### src/fpcc_pkg.sv
// Shared types and constants for the fire pixel color classifier.
// Holds the request/response payload structs, mode and CSR codes, and pipeline depth.
// No dependencies.
package fpcc_pkg;

   // pipeline: stage 0 is the input register, the last stage is the response register
   localparam int NUM_STAGES = 6;
   // datapath modules own the stages between the input and response registers
   localparam int DP_STAGES  = 4;

   // CSR index space
   localparam int CSR_IDX_W  = 1;
   localparam int CSR_DATA_W = 16;
   localparam logic [CSR_IDX_W-1:0] CSR_COLOR_MODE = 1'b0;
   localparam logic [CSR_IDX_W-1:0] CSR_THRESHOLD  = 1'b1;

   // color modes (any other code passes the pixel through)
   localparam logic [1:0] MODE_HSV = 2'd0;
   localparam logic [1:0] MODE_YCC = 2'd1;

   localparam logic [7:0] MASK_ON  = 8'hFF;
   localparam logic [7:0] MASK_OFF = 8'h00;

   typedef struct packed {
      logic [7:0] in_blue;
      logic [7:0] in_green;
      logic [7:0] in_red;
   } req_type;

   typedef struct packed {
      logic [7:0] out_blue;
      logic [7:0] out_green;
      logic [7:0] out_red;
   } rsp_type;

endpackage

### src/fire_pixel_color_classifier.sv
// Fire pixel color classifier: BGR pixel in, fire mask (or the pixel itself) out.
// A request accepted into stage 0 moves through stages 1 to 5 and shows on rsp_valid from the response register.
// Throughput: one request per cycle while rsp_stall is low; six register stages, each with its own valid bit.
// Stall: stages compact bubbles; req_stall rises only when every stage is full and
// rsp_stall is high. Reset clears the valid bits, color_mode to HSV, threshold to 0.
module fire_pixel_color_classifier (
   input  logic                                 clock,
   input  logic                                 reset,
   input  logic                                 req_valid,
   output logic                                 req_stall,
   input  fpcc_pkg::req_type                    req_data,
   output logic                                 rsp_valid,
   input  logic                                 rsp_stall,
   output fpcc_pkg::rsp_type                    rsp_data,
   input  logic                                 csr_we,
   input  logic [fpcc_pkg::CSR_IDX_W-1:0]       csr_index,
   input  logic [fpcc_pkg::CSR_DATA_W-1:0]      csr_wdata
);
   import fpcc_pkg::*;

   localparam int LAST = NUM_STAGES - 1;

   // configuration registers
   logic [1:0]            mode_in, mode_ff;
   logic [CSR_DATA_W-1:0] thr_in, thr_ff;

   always_comb begin
      mode_in = mode_ff;
      thr_in  = thr_ff;
      if (csr_we) begin
         case (csr_index)
            CSR_COLOR_MODE: mode_in = csr_wdata[1:0];
            CSR_THRESHOLD:  thr_in  = csr_wdata;
            default: ;
         endcase
      end
   end

   always_ff @(posedge clock) begin
      if (reset) begin
         mode_ff <= MODE_HSV;
         thr_ff  <= '0;
      end else begin
         mode_ff <= mode_in;
         thr_ff  <= thr_in;
      end
   end

   // per-stage ready: a stage loads when empty or when the one after it moves
   logic [NUM_STAGES:0]   stage_ready;
   logic [NUM_STAGES-1:0] valid_in, valid_ff;

   always_comb begin
      stage_ready[NUM_STAGES] = !rsp_stall;
      for (int k = LAST; k >= 0; k--) begin
         stage_ready[k] = !valid_ff[k] || stage_ready[k+1];
      end
      valid_in[0] = stage_ready[0] ? req_valid : valid_ff[0];
      for (int k = 1; k < NUM_STAGES; k++) begin
         if (stage_ready[k])
            valid_in[k] = valid_ff[k-1];
         else
            valid_in[k] = valid_ff[k];
      end
   end

   always_ff @(posedge clock) begin
      if (reset) valid_ff <= '0;
      else       valid_ff <= valid_in;
   end

   // pixel carried along for pass mode
   req_type pix_ff [0:LAST-1];

   always_ff @(posedge clock) begin
      if (stage_ready[0]) pix_ff[0] <= req_data;
      for (int k = 1; k < LAST; k++) begin
         if (stage_ready[k]) pix_ff[k] <= pix_ff[k-1];
      end
   end

   // rule datapaths
   logic hsv_fire;
   logic ycc_fire;

   fpcc_hsv u_hsv (
      .clock     (clock),
      .stage_en  (stage_ready[DP_STAGES:1]),
      .pix       (pix_ff[0]),
      .threshold (thr_ff),
      .fire      (hsv_fire)
   );

   fpcc_ycc u_ycc (
      .clock     (clock),
      .stage_en  (stage_ready[DP_STAGES:1]),
      .pix       (pix_ff[0]),
      .threshold (thr_ff),
      .fire      (ycc_fire)
   );

   // response register: mask by mode, or the pixel unchanged
   rsp_type rsp_in, rsp_ff;

   always_comb begin
      case (mode_ff)
         MODE_HSV: begin
            rsp_in.out_blue  = hsv_fire ? MASK_ON : MASK_OFF;
            rsp_in.out_green = hsv_fire ? MASK_ON : MASK_OFF;
            rsp_in.out_red   = hsv_fire ? MASK_ON : MASK_OFF;
         end
         MODE_YCC: begin
            rsp_in.out_blue  = ycc_fire ? MASK_ON : MASK_OFF;
            rsp_in.out_green = ycc_fire ? MASK_ON : MASK_OFF;
            rsp_in.out_red   = ycc_fire ? MASK_ON : MASK_OFF;
         end
         default: begin
            rsp_in.out_blue  = pix_ff[LAST-1].in_blue;
            rsp_in.out_green = pix_ff[LAST-1].in_green;
            rsp_in.out_red   = pix_ff[LAST-1].in_red;
         end
      endcase
   end

   always_ff @(posedge clock) begin
      if (stage_ready[LAST]) rsp_ff <= rsp_in;
   end

   assign req_stall = !stage_ready[0];
   assign rsp_valid = valid_ff[LAST];
   assign rsp_data  = rsp_ff;

   // input stall only with a full pipe and a stalled response
   a_stall_full: assert property (@(posedge clock) disable iff (reset)
      req_stall |-> (&valid_ff) && rsp_stall)
      else $error("req_stall with an empty stage or no response stall");

   // with the response side open the last stage follows the one before it
   a_flow: assert property (@(posedge clock) disable iff (reset)
      !rsp_stall |=> valid_ff[LAST] == $past(valid_ff[LAST-1]))
      else $error("response stage skipped or repeated a request");

   // a blocked input stage keeps its request
   a_hold: assert property (@(posedge clock) disable iff (reset)
      !stage_ready[0] |=> valid_ff[0] && $stable(pix_ff[0]))
      else $error("input stage lost its request while blocked");

endmodule

### src/fpcc_hsv.sv
// HSV fire rule datapath: four register stages, fire flag out of the last one.
// Compares are exact integer cross-multiplications of the byte values.
// Depends on fpcc_pkg.
module fpcc_hsv (
   input  logic                                 clock,
   input  logic [fpcc_pkg::DP_STAGES-1:0]       stage_en,
   input  fpcc_pkg::req_type                    pix,
   input  logic [fpcc_pkg::CSR_DATA_W-1:0]      threshold,
   output logic                                 fire
);
   import fpcc_pkg::*;

   // which channel holds the maximum; ties go blue, then green, then red
   typedef enum logic [1:0] {
      MAX_BLUE  = 2'd0,
      MAX_GREEN = 2'd1,
      MAX_RED   = 2'd2
   } max_sel_type;

   // stage 1: max, min, delta, hue difference term
   logic [7:0]        mx;
   logic [7:0]        mn;
   max_sel_type       sel1_in, sel1_ff;
   logic [7:0]        mx1_in, mx1_ff;
   logic [7:0]        d1_in, d1_ff;
   logic signed [8:0] hdiff1_in, hdiff1_ff;

   always_comb begin
      mx = pix.in_red;
      mn = pix.in_red;
      if (pix.in_green > mx) mx = pix.in_green;
      if (pix.in_blue  > mx) mx = pix.in_blue;
      if (pix.in_green < mn) mn = pix.in_green;
      if (pix.in_blue  < mn) mn = pix.in_blue;
      mx1_in = mx;
      d1_in  = mx - mn;
      if (pix.in_blue == mx) begin
         sel1_in   = MAX_BLUE;
         hdiff1_in = $signed({1'b0, pix.in_red}) - $signed({1'b0, pix.in_green});
      end else if (pix.in_green == mx) begin
         sel1_in   = MAX_GREEN;
         hdiff1_in = $signed({1'b0, pix.in_blue}) - $signed({1'b0, pix.in_red});
      end else begin
         sel1_in   = MAX_RED;
         hdiff1_in = $signed({1'b0, pix.in_green}) - $signed({1'b0, pix.in_blue});
      end
   end

   always_ff @(posedge clock) begin
      if (stage_en[0]) begin
         sel1_ff   <= sel1_in;
         mx1_ff    <= mx1_in;
         d1_ff     <= d1_in;
         hdiff1_ff <= hdiff1_in;
      end
   end

   // stage 2: hue numerator (wrapped positive), squares, 255*d
   logic [15:0]        base_d;
   logic signed [18:0] hn_raw;
   logic signed [18:0] hn_adj;
   logic [16:0]        hn2_in, hn2_ff;
   logic [15:0]        dd2_in, dd2_ff;
   logic [15:0]        mm2_in, mm2_ff;
   logic [15:0]        d255_2_in, d255_2_ff;
   logic [7:0]         mx2_ff;

   always_comb begin
      case (sel1_ff)
         MAX_BLUE:  base_d = 16'(d1_ff) * 16'd240;
         MAX_GREEN: base_d = 16'(d1_ff) * 16'd120;
         default:   base_d = 16'd0;
      endcase
      hn_raw = $signed({3'b0, base_d}) + 19'(hdiff1_ff) * 19'sd60;
      // negative hue wraps by a full turn
      if (hn_raw < 0)
         hn_adj = hn_raw + $signed({2'b0, 17'(d1_ff) * 17'd360});
      else
         hn_adj = hn_raw;
      hn2_in    = hn_adj[16:0];
      dd2_in    = 16'(d1_ff) * 16'(d1_ff);
      mm2_in    = 16'(mx1_ff) * 16'(mx1_ff);
      d255_2_in = 16'(d1_ff) * 16'd255;
   end

   always_ff @(posedge clock) begin
      if (stage_en[1]) begin
         hn2_ff    <= hn2_in;
         dd2_ff    <= dd2_in;
         mm2_ff    <= mm2_in;
         d255_2_ff <= d255_2_in;
         mx2_ff    <= mx1_ff;
      end
   end

   // stage 3: value and saturation tests, hue cross products
   logic        sat_ok3_in, sat_ok3_ff;
   logic        val_ok3_in, val_ok3_ff;
   logic [24:0] lhs3_in, lhs3_ff;
   logic [24:0] rhs3_in, rhs3_ff;

   always_comb begin
      sat_ok3_in = mm2_ff > d255_2_ff;
      val_ok3_in = 24'(16'(mx2_ff) * 16'd200) > 24'(threshold) * 24'd255;
      lhs3_in    = 25'(dd2_ff) * 25'd400;
      rhs3_in    = 25'(hn2_ff) * 25'(mx2_ff);
   end

   always_ff @(posedge clock) begin
      if (stage_en[2]) begin
         sat_ok3_ff <= sat_ok3_in;
         val_ok3_ff <= val_ok3_in;
         lhs3_ff    <= lhs3_in;
         rhs3_ff    <= rhs3_in;
      end
   end

   // stage 4: final decision (zero delta gives 0 > 0, so black)
   logic fire4_in, fire4_ff;

   assign fire4_in = sat_ok3_ff && val_ok3_ff && (lhs3_ff > rhs3_ff);

   always_ff @(posedge clock) begin
      if (stage_en[3]) fire4_ff <= fire4_in;
   end

   assign fire = fire4_ff;

endmodule

### src/fpcc_ycc.sv
// YCbCr fire rule datapath: four register stages, fire flag decoded from the last one.
// Q.16 luma, Q.32 chroma, all compares exact.
// Depends on fpcc_pkg.
module fpcc_ycc (
   input  logic                                 clock,
   input  logic [fpcc_pkg::DP_STAGES-1:0]       stage_en,
   input  fpcc_pkg::req_type                    pix,
   input  logic [fpcc_pkg::CSR_DATA_W-1:0]      threshold,
   output logic                                 fire
);
   import fpcc_pkg::*;

   localparam logic [23:0]        Y_R_COEF  = 24'd19595;
   localparam logic [23:0]        Y_G_COEF  = 24'd38470;
   localparam logic [23:0]        Y_B_COEF  = 24'd7471;
   localparam logic signed [42:0] CB_COEF   = 43'sd36962;
   localparam logic signed [42:0] CR_COEF   = 43'sd46727;
   localparam logic signed [42:0] HALF_Q32  = 43'sd2147483648;

   // stage 1: luma in Q.16
   logic [23:0] y1_in, y1_ff;
   logic [7:0]  b1_ff;
   logic [7:0]  r1_ff;

   assign y1_in = 24'(pix.in_red) * Y_R_COEF + 24'(pix.in_green) * Y_G_COEF
                + 24'(pix.in_blue) * Y_B_COEF;

   always_ff @(posedge clock) begin
      if (stage_en[0]) begin
         y1_ff <= y1_in;
         b1_ff <= pix.in_blue;
         r1_ff <= pix.in_red;
      end
   end

   // stage 2: chroma differences, luma threshold test
   logic signed [25:0] eb2_in, eb2_ff;
   logic signed [25:0] er2_in, er2_ff;
   logic               y_ok2_in, y_ok2_ff;
   logic [23:0]        y2_ff;

   always_comb begin
      eb2_in   = $signed({2'b0, b1_ff, 16'b0}) - $signed({2'b0, y1_ff});
      er2_in   = $signed({2'b0, r1_ff, 16'b0}) - $signed({2'b0, y1_ff});
      y_ok2_in = {8'b0, y1_ff} > {threshold, 16'b0};
   end

   always_ff @(posedge clock) begin
      if (stage_en[1]) begin
         eb2_ff   <= eb2_in;
         er2_ff   <= er2_in;
         y_ok2_ff <= y_ok2_in;
         y2_ff    <= y1_ff;
      end
   end

   // stage 3: chroma products (offset left out, it cancels or is folded in)
   logic signed [42:0] cbp3_in, cbp3_ff;
   logic signed [42:0] crp3_in, crp3_ff;
   logic               y_ok3_ff;
   logic [23:0]        y3_ff;

   assign cbp3_in = 43'(eb2_ff) * CB_COEF;
   assign crp3_in = 43'(er2_ff) * CR_COEF;

   always_ff @(posedge clock) begin
      if (stage_en[2]) begin
         cbp3_ff  <= cbp3_in;
         crp3_ff  <= crp3_in;
         y_ok3_ff <= y_ok2_ff;
         y3_ff    <= y2_ff;
      end
   end

   // stage 4: Y >= Cb, Cr >= Cb, chroma difference
   logic signed [42:0] ylim;
   logic               lum_ok4_in, lum_ok4_ff;
   logic               crcb_ok4_in, crcb_ok4_ff;
   logic signed [43:0] diff4_in, diff4_ff;
   logic               y_ok4_ff;

   always_comb begin
      // Y32 >= Cb32  <=>  Y16 << 16 - 2^31 >= Cb product
      ylim        = $signed({3'b0, y3_ff, 16'b0}) - HALF_Q32;
      lum_ok4_in  = ylim >= cbp3_ff;
      crcb_ok4_in = crp3_ff >= cbp3_ff;
      diff4_in    = 44'(cbp3_ff) - 44'(crp3_ff);
   end

   always_ff @(posedge clock) begin
      if (stage_en[3]) begin
         lum_ok4_ff  <= lum_ok4_in;
         crcb_ok4_ff <= crcb_ok4_in;
         diff4_ff    <= diff4_in;
         y_ok4_ff    <= y_ok3_ff;
      end
   end

   // 255*|diff| > thr << 32, tested on both signs instead of taking abs
   logic signed [51:0] diff255;
   logic signed [51:0] thr_q32;

   always_comb begin
      diff255 = (52'(diff4_ff) <<< 8) - 52'(diff4_ff);
      thr_q32 = $signed({4'b0, threshold, 32'b0});
      fire    = y_ok4_ff && lum_ok4_ff && crcb_ok4_ff
             && ((diff255 > thr_q32) || (diff255 < -thr_q32));
   end

endmodule

### config.mk
export PLATFORM = sky130hd
export DESIGN_NAME = fire_pixel_color_classifier
export DESIGN_NICKNAME = d
export VERILOG_FILES = /design/src/fpcc_pkg.sv /design/src/fire_pixel_color_classifier.sv /design/src/fpcc_hsv.sv /design/src/fpcc_ycc.sv
export SDC_FILE = /design/constraint.sdc
export NUM_CORES = 2
export LEC_CHECK = 0
export ABC_AREA = 1
export BUFFER_PORTS_ARGS = -buffer_cell sky130_fd_sc_hd__buf_2
export CAP_MARGIN = 20
export CORE_UTILIZATION = 45
export CTS_BUF_LIST = sky130_fd_sc_hd__clkbuf_4 sky130_fd_sc_hd__clkbuf_8 sky130_fd_sc_hd__clkbuf_16
export DETAILED_ROUTE_END_ITERATION = 10
export PLACE_DENSITY = 0.62
export SLEW_MARGIN = 20
export SYNTH_ARGS = -nofsm -noshare
export SYNTH_HDL_FRONTEND = slang
export SYNTH_HIERARCHICAL = 1
export SYNTH_SLANG_ARGS = --single-unit
### constraint.sdc
create_clock -name clock -period 7.6 [get_ports clock]
set_clock_uncertainty 0.2 [all_clocks]
set_input_delay 2.28 -clock clock [delete_from_list [all_inputs] [get_ports clock]]
set_output_delay 2.28 -clock clock [all_outputs]
set_load 0.01 [all_outputs]
== Yosys cells after proc, flatten, opt, wreduce, memory -nomap -nowiden ==
Memories as Yosys holds them, arrays and structs flattened.
Cells that the tools add are included.
Word-level totals
  flip-flop bits (word level): 469
  memory bits (writable): 120
  output and inout bits: 26
  logic and storage cells: 135
  memories: 1
Memories
  pix_ff: words 5, width 24, read ports 5, clocked after Yosys merged registers in 0, wr ports 5, RTL line fire_pixel_color_classifier.sv:73  | req_type pix_ff [0:LAST-1];
Cells by class
  add/subtract/negate cells: 14
  multipliers: 16
  $lt $le $gt $ge: 13
  eq/ne operators: 4
  mux-type cells: 22
  bitwise logic cells: 1
  reduce and logical (&&, ||, !) cells: 24
Operators with widths (count)
  $gt A52 B49 Y1: 1
  $lt A52 B52 Y1: 1
  $neg A48 Y52: 1
  $sub A52 B44 Y52: 1
  $sub A24 B24 Y25: 2
  $mux W8: 6
  $pmux W24 S2: 1
  $mul A8 B15 Y23 const B: 2
  $sub A43 B43 Y44: 1
  $ge A41 B43 Y1: 1
  $ge A43 B43 Y1: 1
  $mul A25 B17 Y42 const B: 1
  $mul A25 B16 Y41 const B: 1
  $sub A40 B32 Y41 const B: 1
  $gt A24 B32 Y1: 1
  $mul A8 B8 Y16: 2
  $pmux W16 S2: 1
  $sub A8 B8 Y9: 3
  $gt A25 B25 Y1: 1
  $mul A17 B8 Y25: 1
  $add A23 B24 Y24: 1
  $add A24 B21 Y24: 1
  $gt A16 B24 Y1: 1
  $mul A16 B8 Y24 const B: 1
  26 further kinds: 60

== Longest topological paths before layout ==
  depth in word-level cells: 9
  depth in mapped cells: 38
  mapped depth without buffers: 36

== By module ==
Netlist, hierarchy kept.
By module, submodules not included
  fpcc_ycc: times used 1, cells each 4126, area an instance 36706.5 µm², sequential area each 7537.2 µm²
  fpcc_hsv: times used 1, cells each 3048, area an instance 25515.7 µm², sequential area each 4204.0 µm²
  fire_pixel_color_classifier: times used 1, cells each 306, area an instance 5431.5 µm², sequential area each 4804.6 µm²

== Worst setup path before layout ==
Ideal clock, no wire load.
  path kind: input-to-reg
  start: input port rsp_stall
  end: memory pix_ff[0][48] in the netlist's numbering, enable pin
  setup time: 1.268 ns
  arrival time: 6.264 ns
  data required time: 6.132 ns
  setup slack: -0.132 ns
  stages: 3
  path through: nand3_2 nor2_4 nand2_1
RTL lines
  from (decl): RTL line fire_pixel_color_classifier.sv:13  | input logic rsp_stall,
  to (decl): RTL line fire_pixel_color_classifier.sv:73

==> flow_summary.toml <==
[clocking]
htreeDepth = 3
cts.path.max_buffers = 3
cts_buffers = 71
worstSkewPairLatency_ns = 0.70
cts-root-buf = "clkbuf_16"
cts_sinks = 559
tritoncts = "built"
cts_resized = 0
clkSlewWorstSetupHoldPaths_ns = 0.06

[critical_path]
r2r-end = "u_ycc/y1_ff[23]$_DFFE_PP_"
worstSetupStartpointType = "register"
cp.required_ns = 7.83
cp-end-kind = "register"
reg2reg_depth = 28
worst-path-max-fanout = 5
rr_startpoint = "pix_ff[0][14]$_DFFE_PP_"
cpMaxStageDelayCell = "fa_1"
crit_path_start = "pix_ff[0][14]$_DFFE_PP_"
arrival_ns = 7.37
worstSetupPathType = "reg2reg"
crit_end = "u_ycc/y1_ff[23]$_DFFE_PP_"
critical_path.max_stage_delay_ns = 0.54
reg2reg_slack_ns = 0.45

[final_layout]
area_delta_synth_final_pct = 8.14
nFillCells = 14100
drive_gt1_share_pct = 5.14
nets = 9405

[timing]
period_share_pct = 94.0
finalMaxSlewViolations = 0
setup_viol = 0
hold_viol_final = 0
period_minus_slack_ns = 7.15
rsz0062_at_grt = "false"
fin_tns_setup_ns = 0
worstMarginPinSlew_ns = 1.00
fmax_mhz = 140
max_slew_margin_pct = 33.3

[worst_hold_path]
hold_path.class = "reg2reg"
hp-start = "pix_ff[0][40]$_DFFE_PP_"

[floorplanning]
initial_core_util_pct = 45.5
ioPinCount = 72
dieArea_um2 = 152000
rows = 141
die_x_um = 390
core-area_um2 = 149000
die_y_um = 390

[global_route]
grt_start_max_net_pins = 112
antenna_found_initial = 5
groute.usage.overall_pct = 23.1
first_global_vias = 50200
grt_pass1_wl_mm = 274
overflow = 0

[placed_design]
hpwl_mm = 145
globalplace.congestion = 0.947
port_buffers = 71

[yosys]
yosysWarnings = 6
synthTopCellsByArea = "edfxtp_1, ha_1, fa_1, inv_1, nand2_1"
yosysMostFrequentCell = "inv_1"
syn_area_per_cell_um2 = 9.04
async_reset_ff_share_pct = 0
synth_cells = 7480
synth_edf_count = 535
yosysTopAreaCell = "edfxtp_1"
synth_seq_area_share_pct = 24.5
ys.flop_type = "edfxtp_1"
syn-cell-area_um2 = 67700
synth_top_area_share_pct = 23.7
ys_ff_latch = 559
synth_nets = 9273
synth_common_cells = "inv_1, nand2_1, ha_1, fa_1, edfxtp_1"
yosysUniqueCellTypes = 72

[route]
drcViolationCount = 0
firstDrtPassIters = 5
vias_per_cell = 5.09
wl_per_cell_um = 17.8
ant_nets = 0
vias = 49200
routed_wl_mm = 172
drt_iter0_markers = 2672

[outcome]
status = "completed"

[job]
drv_cap = 0
==> layout make-up <==
cell class	count	area, um^2	area share (%)
sequential	559	16500	22.6
clock buffer	83	1890	2.58
inverter	1753	6590	9.00
clock inverter	44	641	0.876
timing repair buffer	114	691	0.944
antenna	4	10.0	0.0137
tap	2002	2500	3.42
multi-input combinational	5113	44300	60.5
==> worst max-delay path, delay by kind of cell (launching register included) <==
family	cells	cell delay (ns)
AOI/OAI and AO/OA	1	0.11
xor gates and xnor gates	2	0.37
adders and majority gates	9	4.00
buffers and inverters	5	0.26
DFF	1	0.45
and+or+nand+nor	11	1.48
==> metrics by stage <==
stage	setup WS, ns	hold slack, ns	instance area (um^2)	instances	util, %
after floorplan	0.226	0.200	67700	7480	-
after global placement	0.428	0.201	70600	9539	47.5
after detailed placement	0.423	0.205	70600	9539	47.5
after CTS	0.373	0.212	73100	9666	49.2
after global routing	0.0169	0.220	73200	9669	49.2
final	0.453	0.215	73200	9672	49.3
==> flip-flops by register name (all words and copies together) (netlist names), 16 cells and up <==
| register | cells |
|---|---|
| pix_ff | 120 |
| rsp_data | 24 |
| thr_ff | 16 |
| u_hsv/lhs3_ff | 20 |
| u_hsv/rhs3_ff | 23 |
| u_ycc/cbp3_ff | 40 |
| u_ycc/crp3_ff | 42 |
| u_ycc/diff4_ff | 44 |
| u_ycc/eb2_ff | 25 |
| u_ycc/y1_ff | 24 |
| u_ycc/y2_ff | 23 |
| u_ycc/y3_ff | 23 |
==> what timing repair did <==
| action | in CTS | in global routing |
|---|---|---|
| buffers inserted | 0 | 2 |
| hold endpoints to repair | 0 | 0 |
| hold buffers | 0 | 0 |
| endpoints found under the setup margin | 0 | 1 |
==> worst min-delay path by stage <==
stage	end	cells past startpoint
6_report	pix_ff[0][64]$_DFFE_PP_	0
5_1_grt	pix_ff[0][115]$_DFFE_PP_	0
4_1_cts	pix_ff[0][64]$_DFFE_PP_	0
3_5_place_dp	pix_ff[0][50]$_DFFE_PP_	0
3_3_place_gp	pix_ff[0][112]$_DFFE_PP_	0
2_1_floorplan	pix_ff[0][100]$_DFFE_PP_	0
==> cell families (layout without fill, tap and decap cells) <==
| kind of cell | Yosys count | in the layout | share of synthesized area, % |
|---|---|---|---|
| other | 0 | 4 | 0 |
| xor gates and xnor gates | 417 | 417 | 5.41 |
| adders and majority gates | 1747 | 1747 | 39.3 |
| DFF | 559 | 559 | 24.5 |
| and+or+nand+nor | 1984 | 1984 | 12.5 |
| AOI/OAI and AO/OA | 964 | 964 | 8.17 |
| muxes | 1 | 1 | 0.0166 |
| buffers and inverters | 1808 | 1994 | 10.1 |
==> metal layers <==
metal	GRT usage (%)	wire (um)	vias to the layer above	share of wire, %
li1	-	-	24300	-
met1	31.4	79600	23700	46
met5	0	13	-	0.0075
met4	7.39	5450	2	3.2
met3	2.56	7170	213	4.2
met2	38.4	80100	998	46
==> layout by cell type, fill, tap and decap left out, types with 34 or more instances in the layout <==
| master | count |
|---|---|
| a21oi_1 | 460 |
| a31oi_1 | 61 |
| buf_2 | 71 |
| buf_4 | 42 |
| clkbuf_16 | 71 |
| edfxtp_1 | 535 |
| fa_1 | 632 |
| ha_1 | 1115 |
| inv_1 | 1734 |
| nand2_1 | 1194 |
| nand2_2 | 34 |
| nand3_1 | 180 |
| nand4_1 | 56 |
| nor2_1 | 370 |
| nor3_1 | 50 |
| o21ai_0 | 203 |
| o21ai_1 | 37 |
| xnor2_1 | 135 |
| xor2_1 | 281 |
Power is left out: the tool's default activity adds up to more than one toggle a clock period on the data nets, which glitch-free logic cannot reach.
